**config.mk**
```make
export PLATFORM = sky130hd
export DESIGN_NAME = fifo_queue_with_key_search_unit
export DESIGN_NICKNAME = d
export VERILOG_FILES = /design/src/design/fqks_pkg.sv /design/src/design/fqks_front.sv /design/src/design/fqks_back.sv /design/src/design/fifo_queue_with_key_search_unit.sv
export SDC_FILE = /design/constraint.sdc
export NUM_CORES = 1
export LEC_CHECK = 0
export BUFFER_PORTS_ARGS = -buffer_cell sky130_fd_sc_hd__buf_2
export CAP_MARGIN = 20
export CORE_MARGIN = 2
export CORE_UTILIZATION = 29
export CTS_CLUSTER_DIAMETER = 30
export CTS_CLUSTER_SIZE = 14
export DETAILED_ROUTE_END_ITERATION = 10
export PLACE_DENSITY = 0.42
export SETUP_SLACK_MARGIN = 0.02
export SLEW_MARGIN = 10
export SYNTH_ARGS = -nofsm -noshare
export SYNTH_HDL_FRONTEND = slang
export SYNTH_SLANG_ARGS = --single-unit
```
**constraint.sdc**
```tcl
create_clock -name clk -period 9.85 [get_ports clk]
set_clock_uncertainty 0.05 [all_clocks]
set_input_delay 0 -clock clk [delete_from_list [all_inputs] [get_ports clk]]
set_output_delay 0 -clock clk [all_outputs]
set_load 0.01 [all_outputs]
```
**src/design/fqks_pkg.sv**
```systemverilog
package fqks_pkg;

	// default number of slots in the ring buffer
	localparam int DEPTH_DEF = 8;

	// capacity register value after reset
	localparam logic [3:0] CAP_RESET = 4'd5;

	// operation codes on the func field
	localparam logic [1:0] FUNC_ENQ    = 2'd0;
	localparam logic [1:0] FUNC_DEQ    = 2'd1;
	localparam logic [1:0] FUNC_SEARCH = 2'd2;
	localparam logic [1:0] FUNC_LIST   = 2'd3;

	// result status codes
	typedef enum logic [1:0] {
		ST_OK,
		ST_FULL,
		ST_EMPTY,
		ST_NOTFOUND
	} status_t;

	// decoded operation carried in the command queue
	typedef enum logic [1:0] {
		OP_ENQ,
		OP_DEQ,
		OP_SEARCH,
		OP_LIST
	} op_t;

	// back end sequencer states
	typedef enum logic [2:0] {
		BK_IDLE,
		BK_READ,
		BK_DEQ,
		BK_CHECK,
		BK_LIST
	} bk_state_t;

	// input item
	typedef struct packed {
		logic [1:0]         func;
		logic signed [31:0] date_value;
		logic signed [31:0] job_number;
	} req_t;

	// result item
	typedef struct packed {
		status_t            status;
		logic [3:0]         position;
		logic signed [31:0] entry_date;
		logic signed [31:0] entry_job;
		logic [3:0]         occupancy;
		logic               last;
	} rsp_t;

	// classified command between front and back
	typedef struct packed {
		op_t                op;
		logic signed [31:0] date_value;
		logic signed [31:0] job_number;
	} cmd_t;

endpackage

```
**src/design/fqks_front.sv**
```systemverilog
module fqks_front (
	input  logic           clk,
	input  logic           arst_n,
	input  logic           req_valid,
	output logic           req_stall,
	input  fqks_pkg::req_t req,
	output logic           cmd_valid,
	output fqks_pkg::cmd_t cmd,
	input  logic           cmd_pop
);
	import fqks_pkg::*;

	localparam int QD = 2;

	cmd_t       fifo_q [QD];
	logic       wr_ptr_q;
	logic       rd_ptr_q;
	logic [1:0] fill_q;
	cmd_t       dec;
	logic       push;

	// queue full holds off the input side
	assign req_stall = (fill_q == 2'(QD));
	assign push      = req_valid && !req_stall;
	assign cmd_valid = (fill_q != 2'd0);
	assign cmd       = fifo_q[rd_ptr_q];

	// classify the incoming item
	always_comb begin
		dec.date_value = req.date_value;
		dec.job_number = req.job_number;
		unique case (req.func)
			FUNC_ENQ:    dec.op = OP_ENQ;
			FUNC_DEQ:    dec.op = OP_DEQ;
			FUNC_SEARCH: dec.op = OP_SEARCH;
			FUNC_LIST:   dec.op = OP_LIST;
			default:     dec.op = OP_ENQ;
		endcase
	end

	// command storage
	always_ff @(posedge clk) begin
		if (push) begin
			fifo_q[wr_ptr_q] <= dec;
		end
	end

	// pointers and fill level
	always_ff @(posedge clk or negedge arst_n) begin
		if (!arst_n) begin
			wr_ptr_q <= 1'b0;
			rd_ptr_q <= 1'b0;
			fill_q   <= 2'd0;
		end else begin
			if (push) begin
				wr_ptr_q <= wr_ptr_q + 1'b1;
			end
			if (cmd_pop) begin
				rd_ptr_q <= rd_ptr_q + 1'b1;
			end
			if (push && !cmd_pop) begin
				fill_q <= fill_q + 2'd1;
			end else if (!push && cmd_pop) begin
				fill_q <= fill_q - 2'd1;
			end
		end
	end

endmodule

```
**src/design/fqks_back.sv**
```systemverilog
module fqks_back #(
	parameter int DEPTH = fqks_pkg::DEPTH_DEF
) (
	input  logic           clk,
	input  logic           arst_n,
	input  logic           cmd_valid,
	input  fqks_pkg::cmd_t cmd,
	output logic           cmd_pop,
	input  logic [3:0]     cap_limit,
	output logic           rsp_valid,
	input  logic           rsp_stall,
	output fqks_pkg::rsp_t rsp
);
	import fqks_pkg::*;

	localparam int CW = $clog2(DEPTH + 1);
	localparam int AW = (DEPTH > 1) ? $clog2(DEPTH) : 1;
	localparam int SW = CW + 1;

	logic signed [31:0] date_mem [DEPTH];
	logic signed [31:0] job_mem [DEPTH];
	logic signed [31:0] date_rd_q;
	logic signed [31:0] job_rd_q;

	bk_state_t          state_q;
	bk_state_t          state_d;
	logic [AW-1:0]      head_q;
	logic [CW-1:0]      cnt_q;
	logic [CW-1:0]      idx_q;
	op_t                op_q;
	logic signed [31:0] key_q;
	rsp_t               rsp_q;
	logic               rsp_valid_q;

	rsp_t               res;
	logic               out_free;
	logic               full;
	logic               last_i;
	logic               hit;
	logic               out_load;
	logic               mem_we;
	logic               mem_re;
	logic               head_inc;
	logic               cnt_inc;
	logic               cnt_dec;
	logic               idx_inc;
	logic               idx_clr;
	logic [AW-1:0]      wr_addr;
	logic [AW-1:0]      rd_addr;
	logic [CW:0]        pos_w;
	logic [CW:0]        cnt_up_w;
	logic [CW:0]        cnt_dn_w;

	// ring slot of an offset from the head
	function automatic logic [AW-1:0] slot_of(input logic [AW-1:0] h, input logic [CW-1:0] off);
		logic [SW-1:0] sum;
		sum = SW'(h) + SW'(off);
		if (sum >= SW'(DEPTH)) begin
			sum = sum - SW'(DEPTH);
		end
		return sum[AW-1:0];
	endfunction

	// low four bits of a count
	function automatic logic [3:0] to_nib(input logic [CW:0] v);
		logic [CW+4:0] t;
		t = {4'b0000, v};
		return t[3:0];
	endfunction

	// derived values
	assign out_free = !rsp_valid_q || !rsp_stall;
	assign full     = (cnt_q >= CW'(DEPTH)) ||
	                  ({4'b0000, cnt_q} >= {{CW{1'b0}}, cap_limit});
	assign pos_w    = {1'b0, idx_q} + {{CW{1'b0}}, 1'b1};
	assign cnt_up_w = {1'b0, cnt_q} + {{CW{1'b0}}, 1'b1};
	assign cnt_dn_w = {1'b0, cnt_q} - {{CW{1'b0}}, 1'b1};
	assign last_i   = (pos_w == {1'b0, cnt_q});
	assign hit      = (job_rd_q == key_q);
	assign wr_addr  = slot_of(head_q, cnt_q);
	assign rd_addr  = slot_of(head_q, idx_q);

	// next state
	always_comb begin
		state_d = state_q;
		unique case (state_q)
			BK_IDLE: begin
				if (cmd_valid && out_free && cmd.op != OP_ENQ && cnt_q != '0) begin
					state_d = BK_READ;
				end
			end
			BK_READ: begin
				unique case (op_q)
					OP_DEQ:    state_d = BK_DEQ;
					OP_SEARCH: state_d = BK_CHECK;
					OP_LIST:   state_d = BK_LIST;
					default:   state_d = BK_IDLE;
				endcase
			end
			BK_DEQ: begin
				if (out_free) begin
					state_d = BK_IDLE;
				end
			end
			BK_CHECK: begin
				if (hit || last_i) begin
					if (out_free) begin
						state_d = BK_IDLE;
					end
				end else begin
					state_d = BK_READ;
				end
			end
			BK_LIST: begin
				if (out_free) begin
					state_d = last_i ? BK_IDLE : BK_READ;
				end
			end
			default: state_d = BK_IDLE;
		endcase
	end

	// sequencer outputs
	always_comb begin
		cmd_pop        = 1'b0;
		out_load       = 1'b0;
		mem_we         = 1'b0;
		mem_re         = 1'b0;
		head_inc       = 1'b0;
		cnt_inc        = 1'b0;
		cnt_dec        = 1'b0;
		idx_inc        = 1'b0;
		idx_clr        = 1'b0;
		res.status     = ST_OK;
		res.position   = 4'd0;
		res.entry_date = '0;
		res.entry_job  = '0;
		res.occupancy  = to_nib({1'b0, cnt_q});
		res.last       = 1'b1;
		unique case (state_q)
			BK_IDLE: begin
				if (cmd_valid && out_free) begin
					cmd_pop = 1'b1;
					if (cmd.op == OP_ENQ) begin
						out_load = 1'b1;
						if (full) begin
							res.status = ST_FULL;
						end else begin
							mem_we        = 1'b1;
							cnt_inc       = 1'b1;
							res.occupancy = to_nib(cnt_up_w);
						end
					end else if (cnt_q == '0) begin
						out_load   = 1'b1;
						res.status = ST_EMPTY;
					end else begin
						idx_clr = 1'b1;
					end
				end
			end
			BK_READ: begin
				mem_re = 1'b1;
			end
			BK_DEQ: begin
				if (out_free) begin
					out_load       = 1'b1;
					head_inc       = 1'b1;
					cnt_dec        = 1'b1;
					res.entry_date = date_rd_q;
					res.entry_job  = job_rd_q;
					res.occupancy  = to_nib(cnt_dn_w);
				end
			end
			BK_CHECK: begin
				if (hit) begin
					out_load     = out_free;
					res.position = to_nib(pos_w);
				end else if (last_i) begin
					out_load   = out_free;
					res.status = ST_NOTFOUND;
				end else begin
					idx_inc = 1'b1;
				end
			end
			BK_LIST: begin
				if (out_free) begin
					out_load       = 1'b1;
					idx_inc        = !last_i;
					res.position   = to_nib(pos_w);
					res.entry_date = date_rd_q;
					res.entry_job  = job_rd_q;
					res.last       = last_i;
				end
			end
			default: begin
				out_load = 1'b0;
			end
		endcase
	end

	// entry store write port
	always_ff @(posedge clk) begin
		if (mem_we) begin
			date_mem[wr_addr] <= cmd.date_value;
			job_mem[wr_addr]  <= cmd.job_number;
		end
	end

	// entry store read port
	always_ff @(posedge clk) begin
		if (mem_re) begin
			date_rd_q <= date_mem[rd_addr];
			job_rd_q  <= job_mem[rd_addr];
		end
	end

	// search key and result payload
	always_ff @(posedge clk) begin
		if (cmd_pop) begin
			key_q <= cmd.job_number;
		end
		if (out_load) begin
			rsp_q <= res;
		end
	end

	// control state
	always_ff @(posedge clk or negedge arst_n) begin
		if (!arst_n) begin
			state_q     <= BK_IDLE;
			head_q      <= '0;
			cnt_q       <= '0;
			idx_q       <= '0;
			op_q        <= OP_ENQ;
			rsp_valid_q <= 1'b0;
		end else begin
			state_q <= state_d;
			if (cmd_pop) begin
				op_q <= cmd.op;
			end
			if (head_inc) begin
				head_q <= (head_q == AW'(DEPTH - 1)) ? '0 : head_q + 1'b1;
			end
			if (cnt_inc) begin
				cnt_q <= cnt_q + 1'b1;
			end else if (cnt_dec) begin
				cnt_q <= cnt_q - 1'b1;
			end
			if (idx_clr) begin
				idx_q <= '0;
			end else if (idx_inc) begin
				idx_q <= idx_q + 1'b1;
			end
			if (out_load) begin
				rsp_valid_q <= 1'b1;
			end else if (!rsp_stall) begin
				rsp_valid_q <= 1'b0;
			end
		end
	end

	assign rsp_valid = rsp_valid_q;
	assign rsp       = rsp_q;

	// occupancy never passes the buffer size
	assert property (@(posedge clk) disable iff (!arst_n) cnt_q <= CW'(DEPTH))
		else $error("entry count beyond buffer size");

	// a read is always followed by its consuming state
	assert property (@(posedge clk) disable iff (!arst_n)
		state_q == BK_READ |=>
		(state_q == BK_DEQ || state_q == BK_CHECK || state_q == BK_LIST))
		else $error("read not followed by a consuming state");

	// a pending result is never overwritten
	assert property (@(posedge clk) disable iff (!arst_n)
		out_load |-> (!rsp_valid_q || !rsp_stall))
		else $error("result register overwritten while stalled");

endmodule

```
**src/design/fifo_queue_with_key_search_unit.sv**
```systemverilog
// enqueue and empty-queue results are registered straight from the popped command; dequeue reads
// the head slot (READ) and then loads the result (DEQ); search walks the slots, a READ then a CHECK per
// slot, until a hit or the last entry; list gives each entry by a READ then a LIST step
// the back sequencer walks the single-read-port entry store and takes no new item until it is through
// with the last; a 2-item command queue decouples input
// reset: asynchronous, clears queue, head, count and output valid; capacity returns to 5
module fifo_queue_with_key_search_unit #(
	parameter int DEPTH = fqks_pkg::DEPTH_DEF
) (
	input  logic           clk,
	input  logic           arst_n,
	input  logic           req_valid,
	output logic           req_stall,
	input  fqks_pkg::req_t req,
	output logic           rsp_valid,
	input  logic           rsp_stall,
	output fqks_pkg::rsp_t rsp,
	input  logic           cfg_we,
	input  logic [3:0]     cfg_wdata
);
	import fqks_pkg::*;

	logic       cmd_valid;
	cmd_t       cmd;
	logic       cmd_pop;
	logic [3:0] cap_q;

	// capacity register
	always_ff @(posedge clk or negedge arst_n) begin
		if (!arst_n) begin
			cap_q <= CAP_RESET;
		end else if (cfg_we) begin
			cap_q <= cfg_wdata;
		end
	end

	// front: accept and classify
	fqks_front u_front (
		.clk       (clk),
		.arst_n    (arst_n),
		.req_valid (req_valid),
		.req_stall (req_stall),
		.req       (req),
		.cmd_valid (cmd_valid),
		.cmd       (cmd),
		.cmd_pop   (cmd_pop)
	);

	// back: queue store and sequencer
	fqks_back #(
		.DEPTH (DEPTH)
	) u_back (
		.clk       (clk),
		.arst_n    (arst_n),
		.cmd_valid (cmd_valid),
		.cmd       (cmd),
		.cmd_pop   (cmd_pop),
		.cap_limit (cap_q),
		.rsp_valid (rsp_valid),
		.rsp_stall (rsp_stall),
		.rsp       (rsp)
	);

endmodule
```
==> results.yml, run 1 <==
layout:
  drive_gt1_share_pct: 36.34
  final_cells: 3478
  syn2layout_area_growth_pct: 33.34
  design_area_mm2: 0.04227
  fin_nets: 1993
power:
  switching_share_pct: 28.94
  totalPowerFinal_mw: 15.41
  p_seq_share_pct: 35.4
  leakagePower_nw: 14.51
  p_int_mw: 10.95
  vdd_drop_max_v: 0.0002919
  combPwrFrac_pct: 24.3
  clock_power_share_pct: 40.4
  powerDensity_mw_per_mm2: 364.4
  power.switching_mw: 4.458
min_path:
  hp-class: "input pin to register"
sta:
  layout_setup_ws_ns: 4.957
  fmax_ghz: 0.2044
  post-route-min-period_ns: 4.893
  grt_setup_unrepaired: "no"
  finalSetupTns_ns: 0
  finalSetupViolations: 0
  tightestPinTransition_ns: 1.061
  hold_viol_final: 0
  min_period_over_period_pct: 49.68
  slew_headroom_pct: 29.30
  report.final.slew_viol_count: 0
route:
  routedWlPerCell_um: 22.05
  totalWireLength_um: 76690
  drt_iter0_drc: 886
  drtAntennaViolNets: 0
  via_count: 15560
  drt_first_pass_iters: 5
  drc: 0
  viasPerCell: 4.473
worst_setup_path:
  arrival_ns: 5.19
  path_max_fanout: 54
  ff2ff_setup_slack_ns: 4.96
  cp-end-kind: "register"
  worstPathRequired_ns: 10.15
  criticalPathCategory: "register to register"
  crit_path_start_kind: "register"
floorplan:
  ioPinCount: 152
  die_y_um: 334.6
  rows: 121
  die_area_mm2: 0.1120
  coreArea_mm2: 0.1087
  start_util_pct: 29.17
  die_x_um: 334.6
global_route:
  grt_overflow: 0
  track_usage_pct: 13.91
  antenna_found_initial: 7
  grt_pass1_wl_um: 113300
  grt_max_degree: 101
  grt_pass1_vias: 17190
yosys:
  ys_types: 54
  avgSynthCellArea_um2: 22.03
  yosysSeqAreaShare_pct: 79.18
  syn_inst: 1439
  synth_edf_count: 815
  ys_async_sr_fraction_pct: 2.976
  ys_warn_count: 0
  synth-seq-cells: 840
  syn-num-nets: 1530
  syn_area_mm2: 0.03170
  ys.flop_type: "edfxtp_1"
clocking:
  htree_levels: 4
  clock_latency_ns: 0.75
  cts_sinks: 840
  path_clk_slew_ns: 0.04
  cts-root-buf: "clkbuf_16"
  cts_setup_buffers: 0
  clk_path_buf_depth: 3
  cts_tree: "done"
  cts_made_buffers: 193
placement:
  place_area_mm2: 0.03425
  hpwlAfterDp_um: 41430
  pre_cts_slack_ns: 4.850
  routabilityCongestion: 0.7202
  placedCellCount: 2968
  port-buffer-count: 151
run:
  maxCapViolCount: 0
status:
  status: "complete, no violations"
power by group through the flow:
stage                     clock (mW)  combinational [mW]  sequential (mW)
after floorplan                    0                2.47             5.48
after global placement             0                3.78             5.52
after detailed placement           0                3.82             5.52
after CTS                       6.36                3.89             5.47
after global routing            6.56                4.09             5.52
final                           6.22                3.74             5.45
layout by cell type, fill, tap and decap left out, types with 11 or more instances in the layout:
cell type / instances
buf_4: 20
xor2_1: 37
nor2_1: 15
clkinv_1: 39
buf_2: 151
xnor2_1: 11
mux2_2: 129
inv_1: 11
clkinv_2: 35
clkbuf_1: 25
dlygate4sd3_1: 152
o21ai_0: 13
and2_1: 66
clkinvlp_4: 12
bufinv_16: 24
dfrtp_1: 22
ha_1: 13
mux4_2: 128
nand2_1: 23
clkbuf_16: 195
edfxtp_1: 815
cell type report:
| cell class | instances | area, um2 |
|---|---|---|
| clock buffers | 224 | 5029 |
| repair buffers | 326 | 2487 |
| diodes | 3 | 7.507 |
| clock inverters | 130 | 1441 |
| inverters | 12 | 45.04 |
| flip-flops and latches | 840 | 25110 |
| fillers | 9811 | 66430 |
| well taps | 1414 | 1769 |
| multi-input cells | 529 | 6387 |
per-layer routing:
metal | GRT usage (%) | share of wire [%] | up-vias
li1 | - | - | 6871
met1 | 18.23 | 45 | 8187
met2 | 22.49 | 48 | 378
met3 | 3.313 | 4.7 | 118
met4 | 5.143 | 1.9 | 4
met5 | 0 | 0.023 | -
sequential cells by signal, indices dropped and copies added, names as in the netlist, 2 cells and up:
| name | flops |
|---|---|
| u_back.job_rd_q | 32 |
| u_back.key_q | 32 |
| cap_q | 4 |
| u_front.fill_q | 2 |
| u_back.date_mem | 256 |
| u_back.rsp | 75 |
| u_back.idx_q | 4 |
| u_back.job_mem | 256 |
| u_back.state_q | 3 |
| u_back.op_q | 2 |
| u_back.cnt_q | 4 |
| u_front.fifo_q | 132 |
| u_back.date_rd_q | 32 |
| u_back.head_q | 3 |
stage by stage:
step / hold slack, ns / util (%)
finish: 0.1561 / 38.89
global placement: 0.01777 / 31.49
floorplan: -0.3456 / -
global route: 0.1687 / 38.88
detailed placement: 0.01644 / 31.51
CTS: 0.09043 / 38.88
kinds of logic (layout without fill, tap and decap cells):
kind of cell | Yosys count | after routing | share of synthesized area, %
AND/OR/NAND/NOR | 154 | 154 | 2.747
XOR/XNOR | 50 | 50 | 1.425
AO/OA/AOI/OAI | 47 | 47 | 1.085
buffers and inverters | 70 | 692 | 1.054
multiplexers | 262 | 262 | 13.83
adder cells (fa/ha/maj) | 16 | 16 | 0.6788
flip-flops | 840 | 840 | 79.18
other | 0 | 3 | 0
critical path: stages, from the launching register on:
cell and delay [ns]:
dfrtp_1 0.59, nor3_4 0.29, nand2_2 0.15, inv_2 0.73
nand2b_2 0.23, a2111oi_4 0.46, nand2_1 0.36, nor3_4 0.64
buf_4 0.93
path summary, 6_finish.rpt:
check                                          startpoint  cells after the start                               to
min in group asynchronous                          arst_n                      4     u_front.rd_ptr_q$_DFFE_PN0P_
setup reg to reg            u_back.state_q[1]$_DFFE_PN0P_                      8  u_back.date_mem[0][7]$_DFFE_PP_
setup / recovery            u_back.state_q[1]$_DFFE_PN0P_                      8  u_back.date_mem[0][7]$_DFFE_PP_
max in group asynchronous                          arst_n                      4     u_back.head_q[0]$_DFFE_PN0P_
hold / removal                                  req_valid                      4     u_front.wr_ptr_q$_DFFE_PN0P_
hold reg to reg            u_back.date_rd_q[21]$_DFFE_PP_                      1         u_back.rsp[58]$_DFFE_PP_
repair_timing:
action | CTS | global route
endpoints found under the hold margin | 226 | 0
hold buffers | 153 | 0
endpoints found under the setup margin | 0 | 0
gates resized for setup | 0 | 0
cell usage after synthesis, types with 2 or more instances:
cell type  count  area, um2
a21o_1         4      30.03
a21oi_1        5      25.02
a22oi_1        2      15.01
and2_1        66      412.9
and3_1         3      18.77
buf_1          2      7.510
buf_2         21      105.1
buf_4         12      90.09
clkbuf_1      23      86.33
dfrtp_1       23      575.6
dfstp_2        2      52.55
edfxtp_1     815      24470
fa_1           2      40.04
ha_1          14      175.2
inv_1         11      41.29
mux2_2       129       1453
mux2i_1        5      50.05
mux4_2       128       2883
nand2_1       23      86.33
nand2b_1       6      37.54
nand3_1        4      20.02
nand4_1        3      18.77
nor2_1        22      82.58
nor2b_1        3      18.77
nor3_1         5      25.02
nor4_1         9      56.30
o211a_1        2      20.02
o21ai_0       14      70.07
o21ai_1        3      15.01
o22ai_1        3      18.77
o31ai_1        5      37.54
xnor2_1       12      105.1
xor2_1        37      324.1
Power figures use the tool's default switching activity.
==> inputs of run 2 (changes only) <==
ABC_AREA = 1   (was not set)
clock period = 5 ns   (was 9.85 ns; I/O delays follow)
==> run 2 against run 1 <==
Flip-flop and latch count unchanged. Die area grew 3.7%. Global-route usage is 0.067 points higher. Final cell count rose by 26%.
==> results.yml, run 2 <==
yosys:
  synth_area_leader_cell: "edfxtp_1"
  syn_inst: 2274
  syn_area_mm2: 0.03288
  synth_top_cells_by_area: "edfxtp_1 74%, inv_1 3.4%, o21ai_0 2.3%"
  ys_top_cells_by_count: "815 x edfxtp_1, 301 x inv_1, 165 x nor2_1, 164 x nand2_1, 151 x o21ai_0"
  synth-seq-cells: 840
  ys_async_sr_fraction_pct: 2.976
  synth.most_common_cell: "edfxtp_1"
  ys_warn_count: 0
  avgSynthCellArea_um2: 14.46
  synth_top_area_share_pct: 74.44
  synth_edf_count: 815
  ys.flop_type: "edfxtp_1"
  yosysSeqAreaShare_pct: 76.35
  ys_types: 43
  syn-num-nets: 2365
min_path:
  hp-class: "input pin to register"
layout:
  final_cells: 4367
  layout_commonest_cell: "edfxtp_1"
  final_cell_mix: "815 x edfxtp_1, 301 x inv_1, 195 x clkbuf_16"
  reg_top3: "u_back.date_mem: 256 flops, u_back.job_mem: 256 flops, u_front.fifo_q: 132 flops"
  diodes: 0
  final_core_util_pct: 38.74
  fin_nets: 2789
  syn2layout_area_growth_pct: 32.54
  drive_gt1_share_pct: 20.68
floorplan:
  ioPinCount: 152
  die_y_um: 340.7
  rows: 123
  start_util_pct: 29.22
  coreArea_mm2: 0.1125
  die_area_mm2: 0.1161
  die_x_um: 340.7
placement:
  hpwlAfterDp_um: 42460
  port-buffer-count: 151
  routabilityCongestion: 0.7109
  pre_cts_slack_ns: 1.473
  placedCellCount: 3852
worst_setup_path:
  crit_path_start_kind: "register"
  arrival_ns: 3.80
  cp-end-kind: "register"
  worstPathRequired_ns: 5.30
  path_max_fanout: 44
  criticalPathCategory: "register to register"
clocking:
  cts_tree: "done"
  cts_setup_buffers: 0
  clk_path_buf_depth: 3
  cts-resized-gates: 0
  hold_buffers: 151
  cts_made_buffers: 193
  cts-root-buf: "clkbuf_16"
  htree_levels: 4
  clock_latency_ns: 0.75
  path_clk_slew_ns: 0.05
  cts_sinks: 840
global_route:
  grt_pass1_wl_um: 122400
  track_usage_pct: 13.98
  grt_max_degree: 129
  antenna_found_initial: 3
  grt_pass1_vias: 19870
  grt_overflow: 0
sta:
  grt_setup_unrepaired: "no"
  fmax_ghz: 0.2857
  post-route-min-period_ns: 3.501
  hold_viol_final: 0
  finalSetupViolations: 0
  tightestPinTransition_ns: 1.085
  layout_setup_ws_ns: 1.499
  report.final.slew_viol_count: 0
  min_period_over_period_pct: 70.01
  slew_headroom_pct: 27.64
  finalSetupTns_ns: 0
route:
  drc: 0
  totalWireLength_um: 81070
  drt_iter0_drc: 1038
  drtAntennaViolNets: 0
  via_count: 19220
  viasPerCell: 4.401
  routedWlPerCell_um: 18.56
  drt_first_pass_iters: 7
power:
  leakagePower_nw: 16.15
  vdd_drop_max_v: 0.0005188
  totalPowerFinal_mw: 32.39
  powerDensity_mw_per_mm2: 743.2
status:
  status: "complete, no violations"
run:
  maxCapViolCount: 0
-- run 2: per-stage QoR --
step	instance area [um2]	hold WS (ns)
6_report	43580	0.07707
5_1_grt	43580	0.04823
4_1_cts	43580	0.01491
3_5_place_dp	35470	0.01774
3_3_place_gp	35470	0.006045
2_1_floorplan	32880	-0.3456
-- run 2: critical path: stages (launching register included) --
cell and delay (ns):
dfrtp_1 0.52, ha_1 0.31, inv_1 0.06, o21bai_1 0.05, nand3_1 0.06, nand3_1 0.10
nor2_1 0.24, nand3_1 0.16, nor2_2 0.33, nand2_1 0.33, nor2_4 0.17, buf_4 0.69
-- run 2: area by class of cell --
| cell class | count | area, um2 |
|---|---|---|
| fillers | 10490 | 68920 |
| flip-flops and latches | 840 | 25110 |
| multi-input cells | 1023 | 6207 |
| clock buffers | 226 | 4996 |
| repair buffers | 336 | 2658 |
| well taps | 1500 | 1877 |
| clock inverters | 138 | 1590 |
| inverters | 304 | 1144 |
-- run 2: report_power, final --
part,total [mW],switching [mW],internal [mW]
Clock,12.5,4.03,8.45
Sequential,10.8,0.568,10.2
Combinational,9.11,6.22,2.89
-- run 2: routing by layer --
| layer | global-route usage [%] | vias up | part of all wire [%] |
|---|---|---|---|
| li1 | - | 9090 | - |
| met1 | 18.37 | 9569 | 46 |
| met2 | 22.78 | 421 | 47 |
| met3 | 3.231 | 133 | 4.6 |
| met4 | 4.690 | 4 | 2.0 |
| met5 | 0 | - | 0.027 |
-- run 2: logic make-up (layout without fill, tap and decap cells) --
logic type | after synthesis | in the layout | share of synthesized area [%]
buffers and inverters | 411 | 1004 | 5.214
AND/OR/NAND/NOR | 362 | 362 | 4.498
adder cells (fa/ha/maj) | 16 | 16 | 0.6546
multiplexers | 129 | 129 | 4.175
flip-flops | 840 | 840 | 76.35
AO/OA/AOI/OAI | 479 | 479 | 8.102
XOR/XNOR | 37 | 37 | 1.009
-- run 2: final timing paths --
| check | startpoint | cells after the start | slack, ns | end |
|---|---|---|---|---|
| setup / recovery | u_back.cnt_q[1]$_DFFE_PN0P_ | 11 | 1.50 | u_back.date_mem[7][7]$_DFFE_PP_ |
| hold / removal | req[16] | 2 | 0.08 | u_front.fifo_q[0][16]$_DFFE_PP_ |
| setup reg to reg | u_back.cnt_q[1]$_DFFE_PN0P_ | 11 | 1.50 | u_back.date_mem[7][7]$_DFFE_PP_ |
| hold reg to reg | u_front.fill_q[0]$_DFFE_PN0P_ | 1 | 0.46 | u_front.fill_q[0]$_DFFE_PN0P_ |
| max in group asynchronous | arst_n | 4 | 4.44 | u_front.rd_ptr_q$_DFFE_PN0P_ |
| min in group asynchronous | arst_n | 3 | 0.28 | cap_q[2]$_DFFE_PN1P_ |
